$ cat src/design/stq_pkg.sv
// ----------------------------------------------------------------------------
// stq_pkg: shared types and constants for the sorted tick queue
// Operation and status codes, controller states and the per-cell control
// bundle that the top level drives into the row of cells.
// ----------------------------------------------------------------------------
package stq_pkg;

   localparam int STQ_CAPACITY = 16;
   localparam int STQ_KEY_BITS = 32;
   localparam int STQ_ID_BITS  = 8;

   typedef enum logic [1:0] {
      OP_SORTED = 2'd0,
      OP_TAIL   = 2'd1,
      OP_REMOVE = 2'd2
   } op_type;

   typedef enum logic [1:0] {
      ST_DONE    = 2'd0,
      ST_FULL    = 2'd1,
      ST_MISSING = 2'd2
   } status_type;

   typedef enum logic [1:0] {
      S_IDLE,
      S_COMPARE,
      S_UPDATE,
      S_REPLY
   } state_type;

   // control broadcast to every cell
   typedef struct packed {
      logic capture;    // latch this cell's hit flag
      logic by_key;     // hit on the first entry with a larger key
      logic by_id;      // hit on the first entry with a matching id
      logic do_insert;  // open a gap at the first hit, shift toward the tail
      logic do_remove;  // drop the first hit, shift toward the head
   } cell_ctl_type;

endpackage

$ cat src/design/stq_req_if.sv
// ----------------------------------------------------------------------------
// stq_req_if: operation channel of the sorted tick queue
// Valid/ready channel carrying one queue operation per transfer.
// ----------------------------------------------------------------------------
interface stq_req_if
   import stq_pkg::*;
#(
   parameter int KEY_BITS = STQ_KEY_BITS,
   parameter int ID_BITS  = STQ_ID_BITS
);
   logic                valid;
   logic                ready;
   logic [1:0]          op;
   logic [ID_BITS-1:0]  item_id;
   logic [KEY_BITS-1:0] sort_key;

   modport source (output valid, output op, output item_id, output sort_key, input ready);
   modport sink   (input valid, input op, input item_id, input sort_key, output ready);
endinterface

$ cat src/design/stq_rsp_if.sv
// ----------------------------------------------------------------------------
// stq_rsp_if: result channel of the sorted tick queue
// Valid/ready channel carrying the count, status and head entry.
// ----------------------------------------------------------------------------
interface stq_rsp_if
   import stq_pkg::*;
#(
   parameter int CAPACITY = STQ_CAPACITY,
   parameter int KEY_BITS = STQ_KEY_BITS,
   parameter int ID_BITS  = STQ_ID_BITS
);
   localparam int CNT_BITS = $clog2(CAPACITY + 1);

   logic                valid;
   logic                ready;
   logic [CNT_BITS-1:0] entry_count;
   logic [1:0]          status;
   logic                head_valid;
   logic [KEY_BITS-1:0] head_key;
   logic [ID_BITS-1:0]  head_id;

   modport source (output valid, output entry_count, output status, output head_valid,
                   output head_key, output head_id, input ready);
   modport sink   (input valid, input entry_count, input status, input head_valid,
                   input head_key, input head_id, output ready);
endinterface

$ cat src/design/stq_cell.sv
// ----------------------------------------------------------------------------
// stq_cell: one slot of the ordered list
// Holds one entry, flags whether it is the insert/remove point and takes
// data from its left or right neighbor when the list shifts.
// ----------------------------------------------------------------------------
module stq_cell
   import stq_pkg::*;
#(
   parameter int KEY_BITS = STQ_KEY_BITS,
   parameter int ID_BITS  = STQ_ID_BITS
) (
   input  logic                clock,
   input  logic                reset,
   input  cell_ctl_type        ctl,
   input  logic [KEY_BITS-1:0] new_key,
   input  logic [ID_BITS-1:0]  new_id,
   input  logic                left_valid,
   input  logic [KEY_BITS-1:0] left_key,
   input  logic [ID_BITS-1:0]  left_id,
   input  logic                right_valid,
   input  logic [KEY_BITS-1:0] right_key,
   input  logic [ID_BITS-1:0]  right_id,
   input  logic                prior_in,
   output logic                prior_out,
   output logic                slot_valid,
   output logic [KEY_BITS-1:0] slot_key,
   output logic [ID_BITS-1:0]  slot_id
);

   logic                valid_ff, valid_in;
   logic [KEY_BITS-1:0] key_ff, key_in;
   logic [ID_BITS-1:0]  id_ff, id_in;
   logic                hit_ff, hit_in;
   logic                first;

   always_comb begin
      if (ctl.by_key) begin
         hit_in = !valid_ff || (key_ff > new_key);
      end else if (ctl.by_id) begin
         hit_in = valid_ff && (id_ff == new_id);
      end else begin
         hit_in = !valid_ff;
      end
   end

   assign first     = hit_ff && !prior_in;
   assign prior_out = prior_in || hit_ff;

   always_comb begin
      valid_in = valid_ff;
      key_in   = key_ff;
      id_in    = id_ff;
      if (ctl.do_insert) begin
         if (first) begin
            valid_in = 1'b1;
            key_in   = new_key;
            id_in    = new_id;
         end else if (prior_in) begin
            valid_in = left_valid;
            key_in   = left_key;
            id_in    = left_id;
         end
      end else if (ctl.do_remove && prior_out) begin
         valid_in = right_valid;
         key_in   = right_key;
         id_in    = right_id;
      end
   end

   always_ff @(posedge clock) begin
      if (reset) begin
         valid_ff <= 1'b0;
         hit_ff   <= 1'b0;
      end else begin
         valid_ff <= valid_in;
         if (ctl.capture) begin
            hit_ff <= hit_in;
         end
      end
   end

   always_ff @(posedge clock) begin
      key_ff <= key_in;
      id_ff  <= id_in;
   end

   assign slot_valid = valid_ff;
   assign slot_key   = key_ff;
   assign slot_id    = id_ff;

endmodule

$ cat src/design/sorted_tick_queue.sv
// ----------------------------------------------------------------------------
// sorted_tick_queue: bounded ordered list of (key, id) entries
// Row of list cells with a small controller that runs one operation at a time.
// ----------------------------------------------------------------------------
// Usage:
//   req_chan carries one operation per transfer: sorted insert (after every
//   entry with a key less than or equal), tail insert, or remove of the first
//   entry with a given id. A sorted insert of the all-ones key goes to the tail.
//   rsp_chan returns one result per operation: entry count, status (done,
//   full, not found) and the head entry (zero when the list is empty).
// Timing:
//   Each operation steps through accept, a parallel compare in every cell,
//   a shift of the row, then a load of the result register. The result is
//   registered before it shows on rsp_chan; a new request is taken once the
//   controller is back in idle, even while the previous result still waits.
//   These steps follow from the compare and shift passes over the cell row.
// Reset:
//   Synchronous, active high; empties the list and drops any pending result.
// Stall:
//   A held result stays on rsp_chan; the next operation completes its shift
//   and then waits in its reply step until the result register frees up.
// ----------------------------------------------------------------------------
module sorted_tick_queue
   import stq_pkg::*;
#(
   parameter int CAPACITY = STQ_CAPACITY,
   parameter int KEY_BITS = STQ_KEY_BITS,
   parameter int ID_BITS  = STQ_ID_BITS
) (
   input  logic      clock,
   input  logic      reset,
   stq_req_if.sink   req_chan,
   stq_rsp_if.source rsp_chan
);

   localparam int CNT_BITS = $clog2(CAPACITY + 1);
   localparam logic [CNT_BITS-1:0] FULL_COUNT = CNT_BITS'(CAPACITY);
   localparam logic [KEY_BITS-1:0] TAIL_KEY   = {KEY_BITS{1'b1}};

   state_type state_ff, state_in;

   // captured request
   logic [1:0]          op_ff;
   logic [KEY_BITS-1:0] key_ff;
   logic [ID_BITS-1:0]  id_ff;

   logic [CNT_BITS-1:0] count_ff, count_in;
   status_type          status_ff, status_in;

   // result register
   logic                rsp_valid_ff, rsp_valid_in;
   logic [CNT_BITS-1:0] rsp_count_ff;
   status_type          rsp_status_ff;
   logic                rsp_head_valid_ff;
   logic [KEY_BITS-1:0] rsp_head_key_ff;
   logic [ID_BITS-1:0]  rsp_head_id_ff;

   cell_ctl_type        ctl;
   logic                accept;
   logic                load_rsp;
   logic                is_insert;
   logic                found;

   logic [CAPACITY-1:0] cell_valid;
   logic [KEY_BITS-1:0] cell_key [CAPACITY];
   logic [ID_BITS-1:0]  cell_id  [CAPACITY];
   logic [CAPACITY:0]   prior;

   assign accept    = req_chan.valid && req_chan.ready;
   assign is_insert = (op_ff == OP_SORTED) || (op_ff == OP_TAIL);
   assign found     = prior[CAPACITY];
   assign load_rsp  = (state_ff == S_REPLY) && (!rsp_valid_ff || rsp_chan.ready);
   assign prior[0]  = 1'b0;

   // ---------------- cell row ----------------
   for (genvar i = 0; i < CAPACITY; i++) begin : g_cell
      logic                left_valid, right_valid;
      logic [KEY_BITS-1:0] left_key, right_key;
      logic [ID_BITS-1:0]  left_id, right_id;

      if (i == 0) begin : g_head
         assign left_valid = 1'b0;
         assign left_key   = '0;
         assign left_id    = '0;
      end else begin : g_mid
         assign left_valid = cell_valid[i-1];
         assign left_key   = cell_key[i-1];
         assign left_id    = cell_id[i-1];
      end

      if (i == CAPACITY - 1) begin : g_tail
         assign right_valid = 1'b0;
         assign right_key   = '0;
         assign right_id    = '0;
      end else begin : g_body
         assign right_valid = cell_valid[i+1];
         assign right_key   = cell_key[i+1];
         assign right_id    = cell_id[i+1];
      end

      stq_cell #(
         .KEY_BITS (KEY_BITS),
         .ID_BITS  (ID_BITS)
      ) u_cell (
         .clock       (clock),
         .reset       (reset),
         .ctl         (ctl),
         .new_key     (key_ff),
         .new_id      (id_ff),
         .left_valid  (left_valid),
         .left_key    (left_key),
         .left_id     (left_id),
         .right_valid (right_valid),
         .right_key   (right_key),
         .right_id    (right_id),
         .prior_in    (prior[i]),
         .prior_out   (prior[i+1]),
         .slot_valid  (cell_valid[i]),
         .slot_key    (cell_key[i]),
         .slot_id     (cell_id[i])
      );
   end

   // ---------------- controller: next state ----------------
   always_comb begin
      state_in = state_ff;
      unique case (state_ff)
         S_IDLE:    if (accept) state_in = S_COMPARE;
         S_COMPARE: state_in = S_UPDATE;
         S_UPDATE:  state_in = S_REPLY;
         S_REPLY:   if (load_rsp) state_in = S_IDLE;
         default:   state_in = S_IDLE;
      endcase
   end

   // ---------------- controller: outputs ----------------
   always_comb begin
      ctl       = '0;
      count_in  = count_ff;
      status_in = status_ff;
      unique case (state_ff)
         S_IDLE: begin
         end
         S_COMPARE: begin
            // all cells compare against the captured operand at once
            ctl.capture = 1'b1;
            ctl.by_key  = (op_ff == OP_SORTED) && (key_ff != TAIL_KEY);
            ctl.by_id   = (op_ff == OP_REMOVE);
         end
         S_UPDATE: begin
            status_in = ST_DONE;
            if (is_insert) begin
               if (count_ff == FULL_COUNT) begin
                  status_in = ST_FULL;
               end else begin
                  ctl.do_insert = 1'b1;
                  count_in      = count_ff + 1'b1;
               end
            end else if (op_ff == OP_REMOVE) begin
               if (found) begin
                  ctl.do_remove = 1'b1;
                  count_in      = count_ff - 1'b1;
               end else begin
                  status_in = ST_MISSING;
               end
            end
         end
         S_REPLY: begin
         end
         default: begin
         end
      endcase
   end

   assign req_chan.ready = (state_ff == S_IDLE);

   always_comb begin
      rsp_valid_in = rsp_valid_ff;
      if (load_rsp) begin
         rsp_valid_in = 1'b1;
      end else if (rsp_chan.ready) begin
         rsp_valid_in = 1'b0;
      end
   end

   // ---------------- registers ----------------
   always_ff @(posedge clock) begin
      if (reset) begin
         state_ff     <= S_IDLE;
         count_ff     <= '0;
         rsp_valid_ff <= 1'b0;
         status_ff    <= ST_DONE;
      end else begin
         state_ff     <= state_in;
         count_ff     <= count_in;
         rsp_valid_ff <= rsp_valid_in;
         status_ff    <= status_in;
      end
   end

   // hold the operand for the whole operation
   always_ff @(posedge clock) begin
      if (accept) begin
         op_ff  <= req_chan.op;
         key_ff <= req_chan.sort_key;
         id_ff  <= req_chan.item_id;
      end
   end

   // load the result once the list has settled; empty list reads as zero
   always_ff @(posedge clock) begin
      if (load_rsp) begin
         rsp_count_ff      <= count_ff;
         rsp_status_ff     <= status_ff;
         rsp_head_valid_ff <= cell_valid[0];
         rsp_head_key_ff   <= cell_valid[0] ? cell_key[0] : '0;
         rsp_head_id_ff    <= cell_valid[0] ? cell_id[0] : '0;
      end
   end

   assign rsp_chan.valid       = rsp_valid_ff;
   assign rsp_chan.entry_count = rsp_count_ff;
   assign rsp_chan.status      = rsp_status_ff;
   assign rsp_chan.head_valid  = rsp_head_valid_ff;
   assign rsp_chan.head_key    = rsp_head_key_ff;
   assign rsp_chan.head_id     = rsp_head_id_ff;

   // ---------------- assertions ----------------
   a_count_bound: assert property (@(posedge clock) disable iff (reset)
      count_ff <= FULL_COUNT)
      else $error("entry count above capacity");

   a_count_matches_cells: assert property (@(posedge clock) disable iff (reset)
      $countones(cell_valid) == int'(count_ff))
      else $error("valid cells disagree with entry count");

   a_packed_row: assert property (@(posedge clock) disable iff (reset)
      cell_valid[0] == (count_ff != '0))
      else $error("head cell empty while list holds entries");

   a_full_status: assert property (@(posedge clock) disable iff (reset)
      (state_ff == S_REPLY && status_ff == ST_FULL) |-> count_ff == FULL_COUNT)
      else $error("full status reported below capacity");

endmodule
$ cat src/flat_wrapper.sv
// flat-port wrapper written by rule: the top's interface ports become plain ports
module sorted_tick_queue_flat import stq_pkg::*;
#(
   parameter int CAPACITY = STQ_CAPACITY,
   parameter int KEY_BITS = STQ_KEY_BITS,
   parameter int ID_BITS  = STQ_ID_BITS
)
  (clock, reset, req_chan_valid, req_chan_op, req_chan_item_id, req_chan_sort_key, req_chan_ready, rsp_chan_valid, rsp_chan_entry_count, rsp_chan_status, rsp_chan_head_valid, rsp_chan_head_key, rsp_chan_head_id, rsp_chan_ready);
  stq_req_if #(.KEY_BITS(KEY_BITS), .ID_BITS(ID_BITS)) req_chan_i ();
  stq_rsp_if #(.CAPACITY(CAPACITY), .KEY_BITS(KEY_BITS), .ID_BITS(ID_BITS)) rsp_chan_i ();
  input  logic clock;
  input  logic reset;
  input wire logic [$bits(req_chan_i.valid)-1:0] req_chan_valid;
  input wire logic [$bits(req_chan_i.op)-1:0] req_chan_op;
  input wire logic [$bits(req_chan_i.item_id)-1:0] req_chan_item_id;
  input wire logic [$bits(req_chan_i.sort_key)-1:0] req_chan_sort_key;
  output wire logic [$bits(req_chan_i.ready)-1:0] req_chan_ready;
  output wire logic [$bits(rsp_chan_i.valid)-1:0] rsp_chan_valid;
  output wire logic [$bits(rsp_chan_i.entry_count)-1:0] rsp_chan_entry_count;
  output wire logic [$bits(rsp_chan_i.status)-1:0] rsp_chan_status;
  output wire logic [$bits(rsp_chan_i.head_valid)-1:0] rsp_chan_head_valid;
  output wire logic [$bits(rsp_chan_i.head_key)-1:0] rsp_chan_head_key;
  output wire logic [$bits(rsp_chan_i.head_id)-1:0] rsp_chan_head_id;
  input wire logic [$bits(rsp_chan_i.ready)-1:0] rsp_chan_ready;
  assign req_chan_i.valid = req_chan_valid;
  assign req_chan_i.op = req_chan_op;
  assign req_chan_i.item_id = req_chan_item_id;
  assign req_chan_i.sort_key = req_chan_sort_key;
  assign req_chan_ready = req_chan_i.ready;
  assign rsp_chan_valid = rsp_chan_i.valid;
  assign rsp_chan_entry_count = rsp_chan_i.entry_count;
  assign rsp_chan_status = rsp_chan_i.status;
  assign rsp_chan_head_valid = rsp_chan_i.head_valid;
  assign rsp_chan_head_key = rsp_chan_i.head_key;
  assign rsp_chan_head_id = rsp_chan_i.head_id;
  assign rsp_chan_i.ready = rsp_chan_ready;
  sorted_tick_queue #(.CAPACITY(CAPACITY), .KEY_BITS(KEY_BITS), .ID_BITS(ID_BITS)) u_core (.clock(clock), .reset(reset), .req_chan(req_chan_i), .rsp_chan(rsp_chan_i));
endmodule
$ cat config.mk
export PLATFORM = sky130hd
export DESIGN_NAME = sorted_tick_queue_flat
export DESIGN_NICKNAME = d
export VERILOG_FILES = /design/src/design/stq_pkg.sv /design/src/design/stq_req_if.sv /design/src/design/stq_rsp_if.sv /design/src/design/stq_cell.sv /design/src/design/sorted_tick_queue.sv /design/src/flat_wrapper.sv
export SDC_FILE = /design/constraint.sdc
export NUM_CORES = 2
export LEC_CHECK = 0
export ABC_AREA = 1
export BUFFER_PORTS_ARGS = -buffer_cell sky130_fd_sc_hd__buf_2
export CAP_MARGIN = 15
export CORE_MARGIN = 8
export CORE_UTILIZATION = 60
export DETAILED_ROUTE_END_ITERATION = 8
export GPL_TIMING_DRIVEN = 1
export PLACE_DENSITY = 0.79
export RECOVER_POWER = 100
export SYNTH_ARGS = -nofsm -noshare
export SYNTH_HDL_FRONTEND = slang
export SYNTH_SLANG_ARGS = --single-unit
$ cat constraint.sdc
create_clock -name clock -period 4.5 [get_ports clock]
set_input_delay 0 -clock clock [delete_from_list [all_inputs] [get_ports clock]]
set_output_delay 0 -clock clock [all_outputs]
set_load 0.02 [all_outputs]
=== Yosys cells after proc, flatten, opt, wreduce, memory -nomap -nowiden ===
Cells that the tools add are included.

* Equal/unequal tests: 42
* Multiplexer cells: 241
* $lt $le $gt $ge: 16
* $add $sub $neg: 2
* Reductions and logical operators: 154

{| class="wikitable"
|+ Operators with widths
! kind !! number
|-
| $mux 32 || 63
|-
| $gt 32x32->1 || 16
|-
| $mux 8 || 63
|-
| $eq 8x8->1 || 16
|-
| $mux 1 || 103
|-
| $logic_and 1x1->1 || 50
|-
| $ne 3x3->1 const B || 15
|-
| $reduce_bool 2->1 || 19
|-
| $reduce_and 2->1 || 17
|-
| $logic_or 1x1->1 || 33
|-
| $logic_not 1->1 || 32
|-
| $ne 32x32->1 const B || 1
|-
| $mux 5 || 4
|-
| $mux 2 || 6
|-
| $pmux 2 s4 || 1
|-
| $eq 2x2->1 const B || 3
|-
| $ne 2x2->1 const B || 3
|-
| $add 5x1->5 const B || 1
|-
| $eq 5x5->1 const B || 1
|-
| $sub 5x1->5 const B || 1
|-
| $eq 2x1->1 const B || 2
|-
| $logic_not 2->1 || 2
|-
| $reduce_and 4->1 || 1
|-
| $mux 3 || 1
|-
| $ne 2x1->1 const B || 1
|}

* Bits of input ports: 46
* Output and inout port bits: 50
* Bits in registers: 772
* Logic and storage cells: 531

=== Logic depth before layout (Yosys ltp) ===
* Word-level depth: 22
* Gate-level depth with buffers: 17
* Mapped depth without buffers: 16

=== Hierarchy ===
From an unflattened synthesis, not the netlist that was laid out.

* Cells, all modules: 6768
* Area total of the unflattened synthesis: 53643.9 um^2

{| class="wikitable"
|+ Modules (own cells, without submodules)
! module !! area an instance (um^2) !! seq. area each (um^2) !! cells each !! instances
|-
| stq_cell at u_core.g_cell[0].u_cell ... || 3115.5 || 1241.2 || 404 || 15
|-
| sorted_tick_queue || 3813.7 || 2902.8 || 300 || 1
|-
| stq_cell at u_core.g_cell[14].u_cell || 3098.0 || 1241.2 || 408 || 1
|}

=== Worst setup path after synthesis ===
Ideal clock, no wire load.

* Kind: reg-to-reg
* From: register u_core.state_ff[0]
* To: register u_core.rsp_count_ff[0], in the netlist u_core.rsp_chan.entry_count[0] (enable)
* Library setup time: 470 ps
* Cell stages (with the launch flop): 4
* Buffers on the path: 0
* Clock period less this slack: 3366 ps
* Arrival time: 2896 ps
* Data required time: 4030 ps
* Slack: 1134 ps
* Path through: dfxtp_1 > ha_1 > inv_1 > a21oi_1

* Longest elaborated chain between the ends: 2

{| class="wikitable"
|+ Ends and longest elaborated chain
! what !! RTL line !! text
|-
| from (decl) || sorted_tick_queue.sv:40 || <nowiki>state_type state_ff, state_in;</nowiki>
|-
| from (signal assigned) || sorted_tick_queue.sv:194 || <nowiki>state_ff <= state_in;</nowiki>
|-
| $eq 2x2->1 || sorted_tick_queue.sv:72 || <nowiki>assign load_rsp = (state_ff == S_REPLY) && (!rsp_valid_ff || rsp_chan.ready);</nowiki>
|-
| $logic_and 1x1->1 || sorted_tick_queue.sv:72 ||
|-
| via u_core.load_rsp || sorted_tick_queue.sv:60 || <nowiki>logic load_rsp;</nowiki>
|-
| to (signal assigned) || sorted_tick_queue.sv:213 || <nowiki>rsp_count_ff <= count_ff;</nowiki>
|-
| to (decl) || sorted_tick_queue.sv:52 || <nowiki>logic [CNT_BITS-1:0] rsp_count_ff;</nowiki>
|}

The timed path passes the listed nets, and every way through them passes these cells.
A chain may end at the register's enable or synchronous reset.

=== Final worst setup path ===
* From: register u_core.key_ff[31]
* To: register u_core.g_cell[13].u_cell.hit_ff

* Longest elaborated chain between the ends: 4
* Elaborated cells on any way between the ends: 6
* Those cells by class: order compare: 1; eq/ne: 1; mux: 2; reduce/logical: 2

{| class="wikitable"
|+ Ends and longest elaborated chain
! what !! RTL line !! text
|-
| from (decl) || sorted_tick_queue.sv:44 || <nowiki>logic [KEY_BITS-1:0] key_ff;</nowiki>
|-
| from (signal assigned) || sorted_tick_queue.sv:205 || <nowiki>key_ff <= req_chan.sort_key;</nowiki>
|-
| branches (longest 3 deep; another with $gt 32x32->1) || -- ||
|-
| $mux 1 * || stq_cell.sv:37 || <nowiki>if (ctl.by_key) begin</nowiki>
|-
| to (signal assigned) || stq_cell.sv:77 || <nowiki>hit_ff <= hit_in;</nowiki>
|-
| to (decl) || stq_cell.sv:33 || <nowiki>logic hit_ff, hit_in;</nowiki>
|}

Every way passes the cells marked *.

==> impl_results.md <==
* Top-count cell post-synth: nand2_1
* Slowest Stage Delay on Critical Path at 850 ps
* EDFF count, synth at 730
* Main synth FF type: edfxtp_1
* DR pass1 iterations at 6
* CTS Buf Count at 87
* Vias in the first global route at 41,650
* DRC at 0
* CTS max path bufs at 3
* N_diodes at 0
* CTS tree: yes
* Chip height at 305.9 um
* Cell count after synthesis at 5,898
* Synth area leader: edfxtp_1
* Peak supply drop at 0.4081 mV
* Fin Setup TNS at 0 ps
* GRT Total Usage at 28.21%
* Worst-Margin Slew at 2773 ps
* Arrival time worst endpoint at 4600 ps
* Critical path's most frequent cell: a21oi_1
* GP Congestion at 0.9065
* Post-CTS sizing at 0
* Hold Vio Cnt, Final at 0
* Power Internal at 18.32 mW
* H-tree levels at 3
* Switching fraction of total power at 40.87%
* Global-route wire length before repair at 219.1 mm
* Final setup vio count at 0
* Violated checks: capacitance limit, slew limit
* Final ANT Viol Nets at 0
* Area fraction of the dominant cell type after synthesis at 43.46%
* RSZ-0062 raised after global routing: no
* GRT overflow at 0
* Min Tclk post-route at 4044 ps
* Critical Path Fanout Max at 16
* Die area at 93,600 sq um
* Yosys warnings at 0
* WL per Instance at 19.52 um
* Mapped Nets at 6,464
* Detailed-route wire length at 137.0 mm
* Leak Pwr at 22.52 nW
* Switch Pwr at 12.66 mW
* Period utilization at 89.88%
* DRT iter0 DRCs at 5,511
* Initial Utilization at 60.46%
* Largest net degree at the start of global routing at 221
* Core area at 83,420 sq um
* Worst min path class: in -> reg
* Clock network power share at 22.2%
* Fin area at 54,680 sq um
* Synth Cell Area at 50,440 sq um
* Synthesis-stage register bit count at 772
* Syn Area/Cell at 8.552 sq um
* Clock root cell: clkbuf_16
* Pins Over Slew Limit at 497
* Fin Clk Skew at 20.24 ps
* Worst-path clk slew at 60 ps
* IO Port Bufs at 95
* Achievable frequency at 247.3 MHz
* P per Cell Area at 566.6 nW/um^2
* Hold Buf Count CTS at 46
* Seq/Total Area, Yosys at 45.13%
* Slowest CP cell: nor4_1
* Top delay family on crit path: simple AND/OR/NAND/NOR gates
* Sequential share of power at 38.1%
* Worst Setup End Kind: flop
* Clk sink count at 772
* Synth unique cells at 47
* Top post-synthesis cells by count: nand2_1, o21ai_0, edfxtp_1
* Post-CTS setup buffer count at 0
* Worst setup SP type: flop
* Setup CP Type: reg -> reg
* Post-DP HPWL at 97.71 mm
* Required time of the critical path at 5060 ps
* Worst path buffer plus inverter count at 2
* Clock Latency Late Sink at 640 ps
* Layout Nets at 6,444
* Combinational Power Share at 39.7%
* Initial antenna violation count at 2
* Max_cap viols at 5
* Via density at 6.169
* Status: finished, violations left
* Crit-path cells: inv_1, nor4_1, nand4_1, o21ai_2, clkbuf_1, nor2_1, a21oi_1, nand2_1, a21oi_1
* Fillcell total at 6,731
* Area growth syn-to-layout at 8.404%
* Top post-synthesis cells by area: edfxtp_1, ha_1, o21ai_0, nand2_1, a21oi_1
* Die Span X at 305.9 um
* Instance area at placement at 51,780 sq um
* Relative slew slack at -84.89%
* Number of cell rows at 106
* Async SR Flop Fraction at 0%
* IO Pins at 96
* Routed vias at 43,310
* Layout cell share with drive strength beyond 1 at 4.949%
==> placed cells by master, fill, tap and decap left out, types with 15 or more instances in the layout <==
| cell | netlist | routed |
|---|---|---|
| dlygate4sd3_1 | 0 | 46 |
| nand2_2 | 2 | 19 |
| buf_4 | 0 | 79 |
| nand4_1 | 57 | 59 |
| a221oi_1 | 16 | 16 |
| dfxtp_1 | 42 | 42 |
| o21ai_0 | 1075 | 1137 |
| clkbuf_16 | 0 | 89 |
| a21oi_1 | 683 | 682 |
| nand3_1 | 125 | 125 |
| inv_1 | 526 | 523 |
| nand2_1 | 1214 | 1198 |
| nor3_1 | 34 | 35 |
| o22ai_1 | 56 | 56 |
| a2bb2oi_1 | 31 | 31 |
| nor4_1 | 29 | 29 |
| clkbuf_1 | 263 | 92 |
| o211ai_1 | 37 | 37 |
| buf_2 | 46 | 37 |
| clkinv_2 | 0 | 17 |
| edfxtp_1 | 730 | 730 |
| nor2_1 | 148 | 146 |
| o21a_1 | 22 | 22 |
| ha_1 | 519 | 519 |
| clkinv_1 | 32 | 47 |
| o21ai_1 | 78 | 15 |
==> kinds of logic (layout without fill, tap and decap cells) <==
kind of cell               count (synthesis)  in the layout  synth area share (%)
DFF                                      772            772                 45.13
AOI/OAI and AO/OA                       2028           2028                 21.11
xor gates and xnor gates                  22             22                0.3820
and+or+nand+nor                         1642           1642                 13.44
adders and majority gates                520            520                 12.91
buffers and inverters                    914            957                 7.035
==> registers in the layout, indices dropped and copies added (netlist names) <==
register                         cells
u_core.rsp_chan.head_id              8
u_core.id_ff                         8
u_core.rsp_chan.status               2
u_core.key_ff                       32
u_core.count_ff                      5
u_core.g_cell.u_cell.slot_id       128
u_core.g_cell.u_cell.slot_valid     16
u_core.op_ff                         2
u_core.status_ff                     2
u_core.g_cell.u_cell.hit_ff         16
u_core.rsp_chan.valid                1
u_core.g_cell.u_cell.slot_key      512
u_core.state_ff                      2
u_core.rsp_chan.head_key            32
u_core.rsp_chan.entry_count          5
u_core.rsp_chan.head_valid           1
==> power by group through the flow <==
stage,combinational [mW],sequential (mW),clock [mW]
3_5_place_dp,12.0,11.9,0
2_1_floorplan,8.71,11.5,0
4_1_cts,12.2,11.7,6.95
3_3_place_gp,11.5,11.8,0
5_1_grt,13.8,12.0,7.22
6_report,12.3,11.8,6.88
==> worst register-to-register path, stage by stage (launching register included) <==
cell,delay [ps]
edfxtp_1,620
inv_1,580
nor4_1,850
nand4_1,280
o21ai_2,550
clkbuf_1,620
nor2_1,100
a21oi_1,180
nand2_1,70
a21oi_1,120
==> stage by stage <==
stage	setup WS, ps	hold slack, ps	utilization (%)	power (mW)	cells
2_1_floorplan	1134	69.07	-	20.21	5898
3_3_place_gp	993.2	176.0	62.07	23.31	6822
3_5_place_dp	905.5	178.1	62.07	23.92	6822
4_1_cts	880.7	37.84	65.83	30.86	7020
5_1_grt	329.7	60.67	65.55	33.01	7021
6_report	455.5	68.96	65.55	30.98	7021
==> worst paths after layout <==
path                                     end  slack, ps  depth (start not counted)           startpoint
max          u_core.g_cell[13].u_cell.hit_ff        460                          9    u_core.key_ff[31]
min                          u_core.id_ff[7]         70                          2  req_chan_item_id[7]
max reg2reg  u_core.g_cell[13].u_cell.hit_ff        460                          9    u_core.key_ff[31]
min reg2reg        u_core.rsp_chan.status[1]        440                          0  u_core.status_ff[1]
==> routing by layer <==
layer  vias to the layer above  GRT usage, %  share of wire [%]
met5                         -             0              0.020
met4                         4         11.70                3.8
met3                       294         3.929                9.7
met2                      2249         43.34                 43
met1                     19970         40.16                 43
li1                      20790             -                  -
==> final cells by class <==
cell class | count | area (sq um) | share of cell area (%)
clock buffers | 112 | 2344 | 4.286
clock inverters | 40 | 326.6 | 0.5972
inverters | 559 | 2106 | 3.851
multi-input cells | 4212 | 24150 | 44.17
flip-flops and latches | 772 | 22760 | 41.63
well taps | 1080 | 1351 | 2.471
repair buffers | 246 | 1638 | 2.995
No activity file was read; power rests on OpenSTA's default activity.
